--- src/design/dirc_pkg.sv ---
`default_nettype none
package dirc_pkg;
    typedef enum logic [1:0] {
        SIDE_ERROR    = 2'd0,
        SIDE_FRONT    = 2'd1,
        SIDE_PARALLEL = 2'd2,
        SIDE_BACK     = 2'd3
    } side_t;

    localparam logic [2:0] CFG_RATE   = 3'd0;
    localparam logic [2:0] CFG_COUNT  = 3'd1;
    localparam logic [2:0] CFG_UPPER  = 3'd2;
    localparam logic [2:0] CFG_LOWER  = 3'd3;
    localparam logic [2:0] CFG_MARGIN = 3'd4;

    // controller to datapath
    typedef struct packed {
        logic accum;     // add samples into sums
        logic clear;     // clear count and sums
        logic div_start; // load averaging divider
        logic div_step;  // one restoring step
        logic conv_load; // range check, load conversion divider
        logic conv_step; // one conversion step
        logic finish;    // update held values, build result
    } dirc_cmd_t;

    // datapath to controller
    typedef struct packed {
        logic sample_hit;  // this tick takes a sample
        logic spa_zero;
        logic reading_due; // count after accumulate reaches samples per average
    } dirc_status_t;
endpackage
`default_nettype wire

--- src/design/dirc_ctrl.sv ---
`default_nettype none
module dirc_ctrl (
    input  wire                   clk,
    input  wire                   rst_n,
    input  wire                   in_fire,
    input  wire                   out_busy,
    input  wire dirc_pkg::dirc_status_t status,
    output dirc_pkg::dirc_cmd_t   cmd,
    output logic                  idle
);
    typedef enum logic [2:0] {
        ST_IDLE, ST_ACC, ST_DIV, ST_CONV_LD, ST_CONV, ST_FIN
    } state_t;

    state_t     state_reg, state_next;
    logic [5:0] cnt_reg, cnt_next;

    always_comb
    begin
        state_next = state_reg;
        cnt_next   = cnt_reg;
        cmd        = '0;
        case (state_reg)
            ST_IDLE:
            begin
                if (in_fire)
                    state_next = ST_ACC;
            end
            ST_ACC:
            begin
                if (!status.sample_hit)
                    state_next = ST_IDLE;
                else if (status.spa_zero)
                begin
                    cmd.clear  = 1'b1;
                    state_next = ST_IDLE;
                end
                else
                begin
                    cmd.accum = 1'b1;
                    if (status.reading_due)
                    begin
                        cmd.div_start = 1'b1;
                        cnt_next      = 6'd0;
                        state_next    = ST_DIV;
                    end
                    else
                        state_next = ST_IDLE;
                end
            end
            ST_DIV:
            begin
                cmd.div_step = 1'b1;
                cnt_next     = cnt_reg + 6'd1;
                if (cnt_reg == 6'd11)
                    state_next = ST_CONV_LD;
            end
            ST_CONV_LD:
            begin
                cmd.conv_load = 1'b1;
                cnt_next      = 6'd0;
                state_next    = ST_CONV;
            end
            ST_CONV:
            begin
                cmd.conv_step = 1'b1;
                cnt_next      = cnt_reg + 6'd1;
                if (cnt_reg == 6'd23)
                    state_next = ST_FIN;
            end
            ST_FIN:
            begin
                if (!out_busy)
                begin
                    cmd.finish = 1'b1;
                    cmd.clear  = 1'b1;
                    state_next = ST_IDLE;
                end
            end
            default: state_next = ST_IDLE;
        endcase
    end

    assign idle = (state_reg == ST_IDLE);

    always_ff @(posedge clk or negedge rst_n)
    begin
        if (!rst_n)
        begin
            state_reg <= ST_IDLE;
            cnt_reg   <= '0;
        end
        else
        begin
            state_reg <= state_next;
            cnt_reg   <= cnt_next;
        end
    end
endmodule
`default_nettype wire

--- src/design/dirc_datapath.sv ---
`default_nettype none
module dirc_datapath #(
    parameter int STORE_DEPTH = 10
) (
    input  wire                   clk,
    input  wire                   rst_n,
    input  wire                   in_fire,
    input  wire  [7:0]            front_sample,
    input  wire  [7:0]            back_sample,
    input  wire                   cfg_we,
    input  wire  [2:0]            cfg_idx,
    input  wire  [14:0]           cfg_data,
    input  wire dirc_pkg::dirc_cmd_t cmd,
    output dirc_pkg::dirc_status_t status,
    output logic [1:0]            side_state,
    output logic signed [15:0]    front_cm,
    output logic signed [15:0]    back_cm,
    output logic signed [15:0]    mean_cm,
    output logic                  front_ok,
    output logic                  back_ok
);
    // tick counter holds up to STORE_DEPTH and is compared with a target up to 11
    localparam int TW = ($clog2(STORE_DEPTH + 1) > 4) ? $clog2(STORE_DEPTH + 1) : 4;

    logic [6:0]  rate_reg;
    logic [3:0]  spa_reg;
    logic [7:0]  upper_reg, lower_reg;
    logic [14:0] margin_reg;
    logic [TW-1:0] tick_reg;
    logic [3:0]  taken_reg;
    logic [11:0] fsum_reg, bsum_reg;
    logic [7:0]  fs_reg, bs_reg;
    logic        hit_reg;
    logic signed [15:0] fheld_reg, bheld_reg;

    // averaging divider: two restoring dividers, 12 steps
    logic [11:0] fq_reg, bq_reg;
    logic [3:0]  fr_reg, br_reg;
    logic [3:0]  dv_reg;
    // conversion divider: |2N+D| / |2D| with 24 quotient bits
    logic [23:0] fnum_reg, bnum_reg;
    logic [26:0] fden_reg, bden_reg;
    logic [27:0] frem_reg, brem_reg;
    logic [23:0] fcq_reg, bcq_reg;
    logic        fneg_reg, bneg_reg, fok_reg, bok_reg;

    logic [6:0]  rate_c;
    logic [3:0]  tdiv;
    logic [3:0]  target;
    logic [TW-1:0] tick_inc;

    // target = 1 + (100 - rate) / 10, the quotient counted by threshold compares
    always_comb
    begin
        rate_c = (rate_reg > 7'd100) ? 7'd100 : rate_reg;
        tdiv   = 4'd0;
        for (int k = 1; k <= 10; k++)
        begin
            if (rate_c <= 7'(100 - 10 * k))
                tdiv = tdiv + 4'd1;
        end
        target   = 4'd1 + tdiv;
        tick_inc = tick_reg + 1'b1;
    end

    assign status.sample_hit  = hit_reg;
    assign status.spa_zero    = (spa_reg == 4'd0);
    assign status.reading_due = ((taken_reg + 4'd1) >= spa_reg);

    // one restoring step on a 4-bit divisor
    function automatic logic [16:0] dstep(input logic [11:0] q, input logic [3:0] r,
                                          input logic [3:0] d);
        logic [4:0] t;
        t = {r, q[11]};
        if (t >= {1'b0, d})
            return {4'(t - {1'b0, d}), q[10:0], 1'b1, 1'b0};
        else
            return {t[3:0], q[10:0], 1'b0, 1'b0};
    endfunction

    // r = floor((2N+D)/(2D)), N = 1305600000 - 10752 d, D = 100 d, d = 95x - 1071
    // 2N+D = 2611200000 - 21404 d stays positive; sign of the result is sign of d.
    // Returns {d negative, |2N+D| (32 bits), |2D| (27 bits)}.
    function automatic logic [59:0] cset(input logic [7:0] x);
        logic signed [15:0] d;
        logic signed [33:0] n2;
        logic [15:0]        ad;
        logic [31:0]        dd;
        d  = 16'sd95 * $signed({8'd0, x}) - 16'sd1071;
        n2 = 34'sd2611200000 - 34'sd21404 * 34'(d);
        ad = d[15] ? 16'(-d) : 16'(d);
        dd = 32'd200 * 32'(ad);
        return {d[15], n2[31:0], dd[26:0]};
    endfunction

    function automatic logic signed [15:0] sat(input logic [23:0] q, input logic neg,
                                               input logic rem_nz);
        logic signed [25:0] v;
        v = neg ? -$signed({2'b0, q}) - 26'(rem_nz) : $signed({2'b0, q});
        if (v > 26'sd32767) return 16'sh7fff;
        if (v < -26'sd32768) return 16'sh8000;
        return v[15:0];
    endfunction

    logic [59:0] fset, bset;
    logic [28:0] ftr, btr;
    logic signed [15:0] fnew, bnew, fcm, bcm;
    logic signed [16:0] diff, sum;
    logic [1:0] st;

    always_comb
    begin
        fset = cset(fq_reg[7:0]);
        bset = cset(bq_reg[7:0]);
        ftr  = {frem_reg, fnum_reg[23]} - {2'b0, fden_reg};
        btr  = {brem_reg, bnum_reg[23]} - {2'b0, bden_reg};
        fnew = sat(fcq_reg, fneg_reg, frem_reg != 0);
        bnew = sat(bcq_reg, bneg_reg, brem_reg != 0);
        fcm  = fok_reg ? fnew : fheld_reg;
        bcm  = bok_reg ? bnew : bheld_reg;
        diff = 17'(fcm) - 17'(bcm);
        sum  = 17'(fcm) + 17'(bcm);
        if (fok_reg && (!bok_reg || diff > $signed({2'b0, margin_reg})))
            st = dirc_pkg::SIDE_FRONT;
        else if (bok_reg && (!fok_reg || -diff > $signed({2'b0, margin_reg})))
            st = dirc_pkg::SIDE_BACK;
        else if (!fok_reg && !bok_reg)
            st = dirc_pkg::SIDE_ERROR;
        else
            st = dirc_pkg::SIDE_PARALLEL;
    end

    always_ff @(posedge clk or negedge rst_n)
    begin
        if (!rst_n)
        begin
            rate_reg   <= 7'd100;
            spa_reg    <= 4'd10;
            upper_reg  <= 8'd255;
            lower_reg  <= 8'd0;
            margin_reg <= 15'd256;
            tick_reg   <= '0;
            taken_reg  <= '0;
            fsum_reg   <= '0;
            bsum_reg   <= '0;
            fheld_reg  <= '0;
            bheld_reg  <= '0;
            hit_reg    <= 1'b0;
        end
        else
        begin
            if (cfg_we)
            begin
                case (cfg_idx)
                    dirc_pkg::CFG_RATE:   rate_reg   <= cfg_data[6:0];
                    dirc_pkg::CFG_COUNT:  spa_reg    <= cfg_data[3:0];
                    dirc_pkg::CFG_UPPER:  upper_reg  <= cfg_data[7:0];
                    dirc_pkg::CFG_LOWER:  lower_reg  <= cfg_data[7:0];
                    dirc_pkg::CFG_MARGIN: margin_reg <= cfg_data;
                    default: ;
                endcase
            end
            if (in_fire)
            begin
                hit_reg <= (tick_inc == TW'(target));
                if (tick_inc == TW'(target) || tick_inc >= TW'(STORE_DEPTH))
                    tick_reg <= '0;
                else
                    tick_reg <= tick_inc;
            end
            if (cmd.accum)
            begin
                fsum_reg  <= fsum_reg + 12'(fs_reg);
                bsum_reg  <= bsum_reg + 12'(bs_reg);
                taken_reg <= taken_reg + 4'd1;
            end
            if (cmd.clear)
            begin
                fsum_reg  <= '0;
                bsum_reg  <= '0;
                taken_reg <= '0;
            end
            if (cmd.finish)
            begin
                fheld_reg <= fcm;
                bheld_reg <= bcm;
            end
        end
    end

    always_ff @(posedge clk)
    begin
        if (in_fire)
        begin
            fs_reg <= front_sample;
            bs_reg <= back_sample;
        end
        if (cmd.div_start)
        begin
            fq_reg <= fsum_reg + 12'(fs_reg);
            bq_reg <= bsum_reg + 12'(bs_reg);
            fr_reg <= '0;
            br_reg <= '0;
            dv_reg <= taken_reg + 4'd1;
        end
        if (cmd.div_step)
        begin
            {fr_reg, fq_reg} <= 16'(dstep(fq_reg, fr_reg, dv_reg) >> 1);
            {br_reg, bq_reg} <= 16'(dstep(bq_reg, br_reg, dv_reg) >> 1);
        end
        if (cmd.conv_load)
        begin
            fok_reg  <= fq_reg[7:0] <= upper_reg && fq_reg[7:0] >= lower_reg;
            bok_reg  <= bq_reg[7:0] <= upper_reg && bq_reg[7:0] >= lower_reg;
            fneg_reg <= fset[59];
            bneg_reg <= bset[59];
            // quotient fits 24 bits, so the top 8 numerator bits start as remainder
            frem_reg <= {20'd0, fset[58:51]};
            brem_reg <= {20'd0, bset[58:51]};
            fnum_reg <= fset[50:27];
            bnum_reg <= bset[50:27];
            fden_reg <= fset[26:0];
            bden_reg <= bset[26:0];
            fcq_reg  <= '0;
            bcq_reg  <= '0;
        end
        if (cmd.conv_step)
        begin
            fnum_reg <= {fnum_reg[22:0], 1'b0};
            bnum_reg <= {bnum_reg[22:0], 1'b0};
            if (!ftr[28])
            begin
                frem_reg <= ftr[27:0];
                fcq_reg  <= {fcq_reg[22:0], 1'b1};
            end
            else
            begin
                frem_reg <= {frem_reg[26:0], fnum_reg[23]};
                fcq_reg  <= {fcq_reg[22:0], 1'b0};
            end
            if (!btr[28])
            begin
                brem_reg <= btr[27:0];
                bcq_reg  <= {bcq_reg[22:0], 1'b1};
            end
            else
            begin
                brem_reg <= {brem_reg[26:0], bnum_reg[23]};
                bcq_reg  <= {bcq_reg[22:0], 1'b0};
            end
        end
        if (cmd.finish)
        begin
            side_state <= st;
            front_cm   <= fcm;
            back_cm    <= bcm;
            mean_cm    <= sum[16:1];
            front_ok   <= fok_reg;
            back_ok    <= bok_reg;
        end
    end
endmodule
`default_nettype wire

--- src/design/dual_ir_range_classifier_unit.sv ---
`default_nettype none
// Flow: a tick with no reading passes through the accumulate state and frees the input;
//   a tick that completes a reading raises out_valid after accumulate, 12 average-divider
//   steps, load, 24 conversion steps and finish.
// Input: a new item is taken only when the controller is idle; a reading holds the input
//   through the bit-serial dividers and while an earlier result waits for out_ready.
// Reset: rst_n asynchronous, clears counts, sums, held distances; config to defaults.
module dual_ir_range_classifier_unit #(
    parameter int STORE_DEPTH = 10
) (
    input  wire               clk,
    input  wire               rst_n,
    input  wire               in_valid,
    output logic              in_ready,
    input  wire  [7:0]        front_sample,
    input  wire  [7:0]        back_sample,
    output logic              out_valid,
    input  wire               out_ready,
    output logic [1:0]        side_state,
    output logic signed [15:0] front_cm,
    output logic signed [15:0] back_cm,
    output logic signed [15:0] mean_cm,
    output logic              front_ok,
    output logic              back_ok,
    input  wire               cfg_we,
    input  wire  [2:0]        cfg_idx,
    input  wire  [14:0]       cfg_data
);
    dirc_pkg::dirc_cmd_t    cmd;
    dirc_pkg::dirc_status_t status;
    logic idle, in_fire, ov_reg;

    // input taken only when controller idle; output register holds result
    assign in_ready  = idle;
    assign in_fire   = in_valid && in_ready;
    assign out_valid = ov_reg;

    always_ff @(posedge clk or negedge rst_n)
    begin
        if (!rst_n)
            ov_reg <= 1'b0;
        else if (cmd.finish)
            ov_reg <= 1'b1;
        else if (out_ready)
            ov_reg <= 1'b0;
    end

    dirc_ctrl u_ctrl (
        .clk(clk), .rst_n(rst_n), .in_fire(in_fire),
        .out_busy(ov_reg && !out_ready), .status(status), .cmd(cmd), .idle(idle)
    );

    dirc_datapath #(.STORE_DEPTH(STORE_DEPTH)) u_dp (
        .clk(clk), .rst_n(rst_n), .in_fire(in_fire),
        .front_sample(front_sample), .back_sample(back_sample),
        .cfg_we(cfg_we), .cfg_idx(cfg_idx), .cfg_data(cfg_data),
        .cmd(cmd), .status(status),
        .side_state(side_state), .front_cm(front_cm), .back_cm(back_cm),
        .mean_cm(mean_cm), .front_ok(front_ok), .back_ok(back_ok)
    );
endmodule
`default_nettype wire

--- config.mk ---
export PLATFORM = sky130hd
export DESIGN_NAME = dual_ir_range_classifier_unit
export DESIGN_NICKNAME = d
export VERILOG_FILES = /design/src/design/dirc_pkg.sv /design/src/design/dirc_ctrl.sv /design/src/design/dirc_datapath.sv /design/src/design/dual_ir_range_classifier_unit.sv
export SDC_FILE = /design/constraint.sdc
export NUM_CORES = 2
export LEC_CHECK = 0
export BUFFER_PORTS_ARGS = -buffer_cell sky130_fd_sc_hd__buf_2
export CORE_MARGIN = 3
export CORE_UTILIZATION = 55
export DETAILED_ROUTE_END_ITERATION = 12
export PLACE_DENSITY = 0.82
export SYNTH_ARGS = -nofsm -noshare
export SYNTH_HDL_FRONTEND = slang
export SYNTH_SLANG_ARGS = --single-unit
--- constraint.sdc ---
create_clock -name clk -period 10.1 [get_ports clk]
set_clock_uncertainty 0.05 [all_clocks]
set_input_delay 0.505 -clock clk [delete_from_list [all_inputs] [get_ports clk]]
set_output_delay 0.505 -clock clk [all_outputs]
set_load 0.005 [all_outputs]
== Word level (Yosys, flattened, before mapping) ==
Cells that the tools add are included.

* Bits of input ports: 39
* Output and inout port bits: 54
* Bits in registers: 419
* Logic and storage cells: 248

* Multiply operators: 6
* Mux-type cells: 91
* $lt $le $gt $ge: 25
* Equality and inequality tests: 19
* Reductions and logical operators: 32
* $add $sub $neg: 32

{| class="wikitable"
|+ Operator list
! cell !! number
|-
| $mux W16 || 12
|-
| $mux W24 || 7
|-
| $mux W28 || 6
|-
| $mux W12 || 8
|-
| $sub A32 B32 Y32 const A || 2
|-
| $mul A14 B16 Y30 const A || 2
|-
| $mux W4 || 15
|-
| $sub A29 B24 Y29 || 2
|-
| $reduce_bool A28 Y1 || 2
|-
| $gt A26 B16 Y1 const B || 2
|-
| $lt A26 B16 Y1 const B || 2
|-
| $mux W26 || 2
|-
| $neg A24 Y26 || 2
|-
| $sub A26 B1 Y26 || 2
|-
| $mul A5 B16 Y21 const A || 2
|-
| $add A4 B1 Y4 const B || 10
|-
| $gt A17 B16 Y1 || 2
|-
| $mux W17 || 2
|-
| $neg A16 Y16 || 2
|-
| $sub A15 B11 Y16 const B || 2
|-
| $mul A7 B8 Y15 const A || 2
|-
| $add A12 B8 Y12 || 2
|-
| $mux W1 || 22
|-
| $le A7 B6 Y1 const B || 3
|-
| other kinds (42) || 90
|}

== Logic depth before layout (Yosys ltp) ==
* Depth after elaboration: 26
* Gate-level depth with buffers: 46
* Mapped depth without buffers: 44

== By module ==
From an unflattened synthesis, not the netlist that was laid out.

* Cell total of the unflattened synthesis: 4679
* Area, all modules: 44390.1 µm²

{| class="wikitable"
|+ Modules (own cells, without submodules)
! module !! seq. area each (µm²) !! times used !! cells each !! area each (µm²)
|-
| dirc_datapath || 11643.7 || 1 || 4613 || 43715.7
|-
| dirc_ctrl || 225.2 || 1 || 62 || 623.1
|-
| dual_ir_range_classifier_unit || 25.0 || 1 || 4 || 51.3
|}

== Least setup slack after synthesis ==
No wires, ideal clock.

* Path kind: reg2reg
* From: reg u_dp.bq_reg[0]
* To: reg u_dp.brem_reg[7] (data pin)
* Buffers on the path: 1
* Clock period less this slack: 11.160 ns
* Stages on the path, launching flop included: 42
* Library setup time: 0.268 ns
* Data arrival time: 10.842 ns
* Slack: -1.060 ns
* Required time: 9.782 ns
* Cells stage by stage: edfxtp_1 clkbuf_1 inv_1 fa_1 fa_1 inv_1 ha_1 inv_1 fa_1 inv_1 ha_1 a21oi_1 o21ai_0 a21oi_1 o21bai_1 a31oi_1 o21ai_0 o41ai_1 [... 6 more ...] fa_1 inv_1 fa_1 inv_1 fa_1 inv_1 fa_1 ha_1 a21o_1 a21o_1 a221oi_1 o21bai_1 o21a_1 nor2_1 xor2_1 o211ai_1 xnor2_1 mux2i_1

* Word-level cells in the longest chain between the ends: 6

{| class="wikitable"
|+ Ends and longest elaborated chain
! item !! RTL line !! text
|-
| start, declared || dirc_datapath.sv:37 || <nowiki>logic [11:0] fq_reg, bq_reg;</nowiki>
|-
| start signal, assigned || dirc_datapath.sv:201 || <nowiki>bq_reg <= bsum_reg + 12'(bs_reg);</nowiki>
|-
| start signal, assigned || dirc_datapath.sv:209 || <nowiki>{br_reg, bq_reg} <= 16'(dstep(bq_reg, br_reg, dv_reg) >> 1);</nowiki>
|-
| $mul A7 B8 Y15 || dirc_datapath.sv:89 || <nowiki>d = 16'sd95 * $signed({8'd0, x}) - 16'sd1071;</nowiki>
|-
| $sub A15 B11 Y16 || dirc_datapath.sv:89 ||
|-
| $mul A14 B16 Y30 || dirc_datapath.sv:90 || <nowiki>n2 = 34'sd2611200000 - 34'sd21404 * 34'(d);</nowiki>
|-
| $sub A32 B32 Y32 || dirc_datapath.sv:90 ||
|-
| $mux W28 || dirc_datapath.sv:211 || <nowiki>if (cmd.conv_load)</nowiki>
|-
| $mux W28 || dirc_datapath.sv:227 || <nowiki>if (cmd.conv_step)</nowiki>
|-
| end signal, assigned || dirc_datapath.sv:219 || <nowiki>brem_reg <= {20'd0, bset[58:51]};</nowiki>
|-
| end signal, assigned || dirc_datapath.sv:243 || <nowiki>brem_reg <= btr[27:0];</nowiki>
|-
| end signal, assigned || dirc_datapath.sv:248 || <nowiki>brem_reg <= {brem_reg[26:0], bnum_reg[23]};</nowiki>
|-
| end, declared || dirc_datapath.sv:43 || <nowiki>logic [27:0] frem_reg, brem_reg;</nowiki>
|}

Every way passes these cells. The select of a mux whose other input is x is not followed.
A chain may end at the register's enable or synchronous reset.

== Final worst setup path ==
* From: reg u_dp.bq_reg[2]
* To: reg u_dp.brem_reg[7] (data pin)

Same word-level chain as after synthesis.

==> flow_summary.ini <==
[synth]
ys_ff_latch = 415
yosys.area_share.adder_pct = 30.16
synth-simple-area-share_pct = 11.87
synth_top_area_share_pct = 20.48
synth-edff-count = 298
netlist_instances = 4662
ys.flop_type = edfxtp_1
seq_area_frac_synth_pct = 27.21
synthesis.area_mm2 = 0.04370
yosysTopAreaCell = edfxtp_1
synthArstFlopShare_pct = 28.19
syn_area_per_cell_um2 = 9.375
yosysWarnings = 0
synth_mux_area_share_pct = 1.984
synth_area_leaders = edfxtp_1 20%, ha_1 18%, fa_1 12%
synthXorXnorAreaFrac_pct = 7.257
synth_top_family_by_area = adder cells
synth_cell_types = 96
synth_compound_area_share_pct = 14.27

[drt]
dr.pass1.iters = 6
wl_per_cell_um = 17.60
num_vias = 34410
drtIter0Drc = 2457
drc = 0
postRouteWirelength_mm = 104.5
vias_per_cell = 5.796
ant_nets = 0

[setup_path]
worstPathArrival_ps = 10390
worstPathMaxFanout = 6
crit_required_ps = 10360
critPathMostFrequentCell = a21o_1
cpPeakStageDelay_ps = 550
reg2reg_slack_ps = -20
cp-end-kind = flop
critPathKind = reg -> reg
cp_slowest_cell = fa_2
worstSetupStartpointType = flop

[timing]
fmax_mhz = 98.79
worst_pin_slew_ps = 1153
period_share_pct = 100.2
hold_viol = 0
slew_viol_final = 0
rsz0062_at_grt = true
finalSetupViolations = 1
fin_ws_ps = -22.32
fin_crit_ps = 10120
relSlewSlack_pct = 21.89

[clocking]
tritoncts = done
clkSlewWorstSetupHoldPaths_ps = 60
worstSkewPairLatency_ps = 610
clockBufferDepth = 3
cts_made_buffers = 48
cts-htree-levels = 2
clock-sinks = 415
cts-root-buf = clkbuf_16

[placement]
io_buffers = 92
place_ws_ps = -156.0
place_hpwl_mm = 77.21
place.gp.congestion = 0.9363

[global_route]
grt_overflow = 0
grt_antenna_before_repair = 0
grt_start_max_net_pins = 80
grt_pass1_wl_mm = 164.2
grt_pass1_vias = 34100
grt_usage_pct = 23.92

[final_layout]
utilization_pct = 62.54
layout_common_cells = 694 x inv_1, 623 x ha_1, 360 x nor2_1
fin_nets = 5796
syn_to_final_growth_pct = 11.77
final_common_cell = inv_1
num_antenna_cells = 0
final_layout_size_suffix_gt1_share_pct = 11.74

[floorplan]
initial_core_util_pct = 55.96
core_area_mm2 = 0.07810
die_area_mm2 = 0.08288
rows = 102
io_pins = 93
die_y_um = 287.9
die_w_um = 287.9

[min_path]
hold_class = in -> reg

[run_status]
violations = negative setup slack
status = complete, but fails checks

[job]
maxCapViolCount = 0
[through the flow]
stage	hold slack, ps	std cells	area (um2)	setup TNS, ps
4_1_cts	2.450	5895	47870	-35.24
3_5_place_dp	435.7	5797	46110	-603.7
2_1_floorplan	159.4	4663	43870	0
3_3_place_gp	423.7	5797	46110	0
5_1_grt	5.189	5936	48850	-2056
6_report	27.83	5936	48850	-22.32
[cells by family after synthesis]
logic type,after synthesis
AO/OA/AOI/OAI,971
XOR/XNOR,358
adder cells (fa/ha/maj),900
buffers and inverters,836
flip-flops,415
multiplexers,83
other,1
AND/OR/NAND/NOR,1098
[final cells by class]
cell class	instances	area, um2
Multi-Input combinational cell	3412	29580
Fill cell	6050	29260
Sequential cell	415	11890
Inverter	728	2744
Timing Repair Buffer	252	1705
Clock buffer	59	1306
Tap cell	1040	1301
Clock inverter	30	322.8
[cell usage after synthesis (all sizes together) (13+ instances only)]
cell type	count
nand2	279
nand4	30
clkbuf	86
a211o	13
fa	256
xor2	102
dfstp	14
or2	15
nor2b	54
o22a	33
xnor2	254
and2	23
mux2i	54
o211ai	28
a21o	84
edfxtp	298
o31ai	16
nor4	30
o21bai	45
a31oi	46
o21ai	252
o22ai	21
dfrtp	103
nand2b	52
mux2	29
or3	21
and3	35
a21oi	247
inv	726
buf	22
a211oi	32
nor2	367
nand3	66
o21a	33
ha	644
a22o	19
nor3	75
[per-layer routing]
layer	track usage, %	share of wire [%]	up-vias
met5	0	0	-
met4	9.714	4.6	0
met3	2.740	4.8	303
met2	42.48	50	1015
met1	29.57	41	16670
li1	-	-	16420
[worst paths after layout]
kind,startpoint,to,depth (start not counted)
min in group asynchronous,rst_n,u_dp.margin_reg[13],2
max in group asynchronous,rst_n,u_dp.fsum_reg[9],3
worst max-delay path,u_dp.bq_reg[2],u_dp.brem_reg[7],43
worst min-delay path,back_sample[3],u_dp.bs_reg[3],1
worst min register to register,u_dp.fsum_reg[2],u_dp.fsum_reg[2],2
worst max register to register,u_dp.bq_reg[2],u_dp.brem_reg[7],43
[what timing repair did]
item / in CTS / in global routing
hold endpoints to repair: 43 / 0
pin swaps: 8 / 122
endpoints found under the setup margin: 10 / 28
hold buffers: 1 / 0
setup buffers: 8 / 41
gates resized for setup: 15 / 143
[critical path, delay by kind of cell, from the launching register on]
family	cells	cell delay [ps]
buf+inv	9	590
simple gates	3	370
compound gates	15	2810
mux	1	90
xor+xnor	3	660
flops	1	450
fa+ha+maj	12	4800
Power is left out: the tool's default activity adds up to more than one toggle a clock period on the data nets, which glitch-free logic cannot reach.
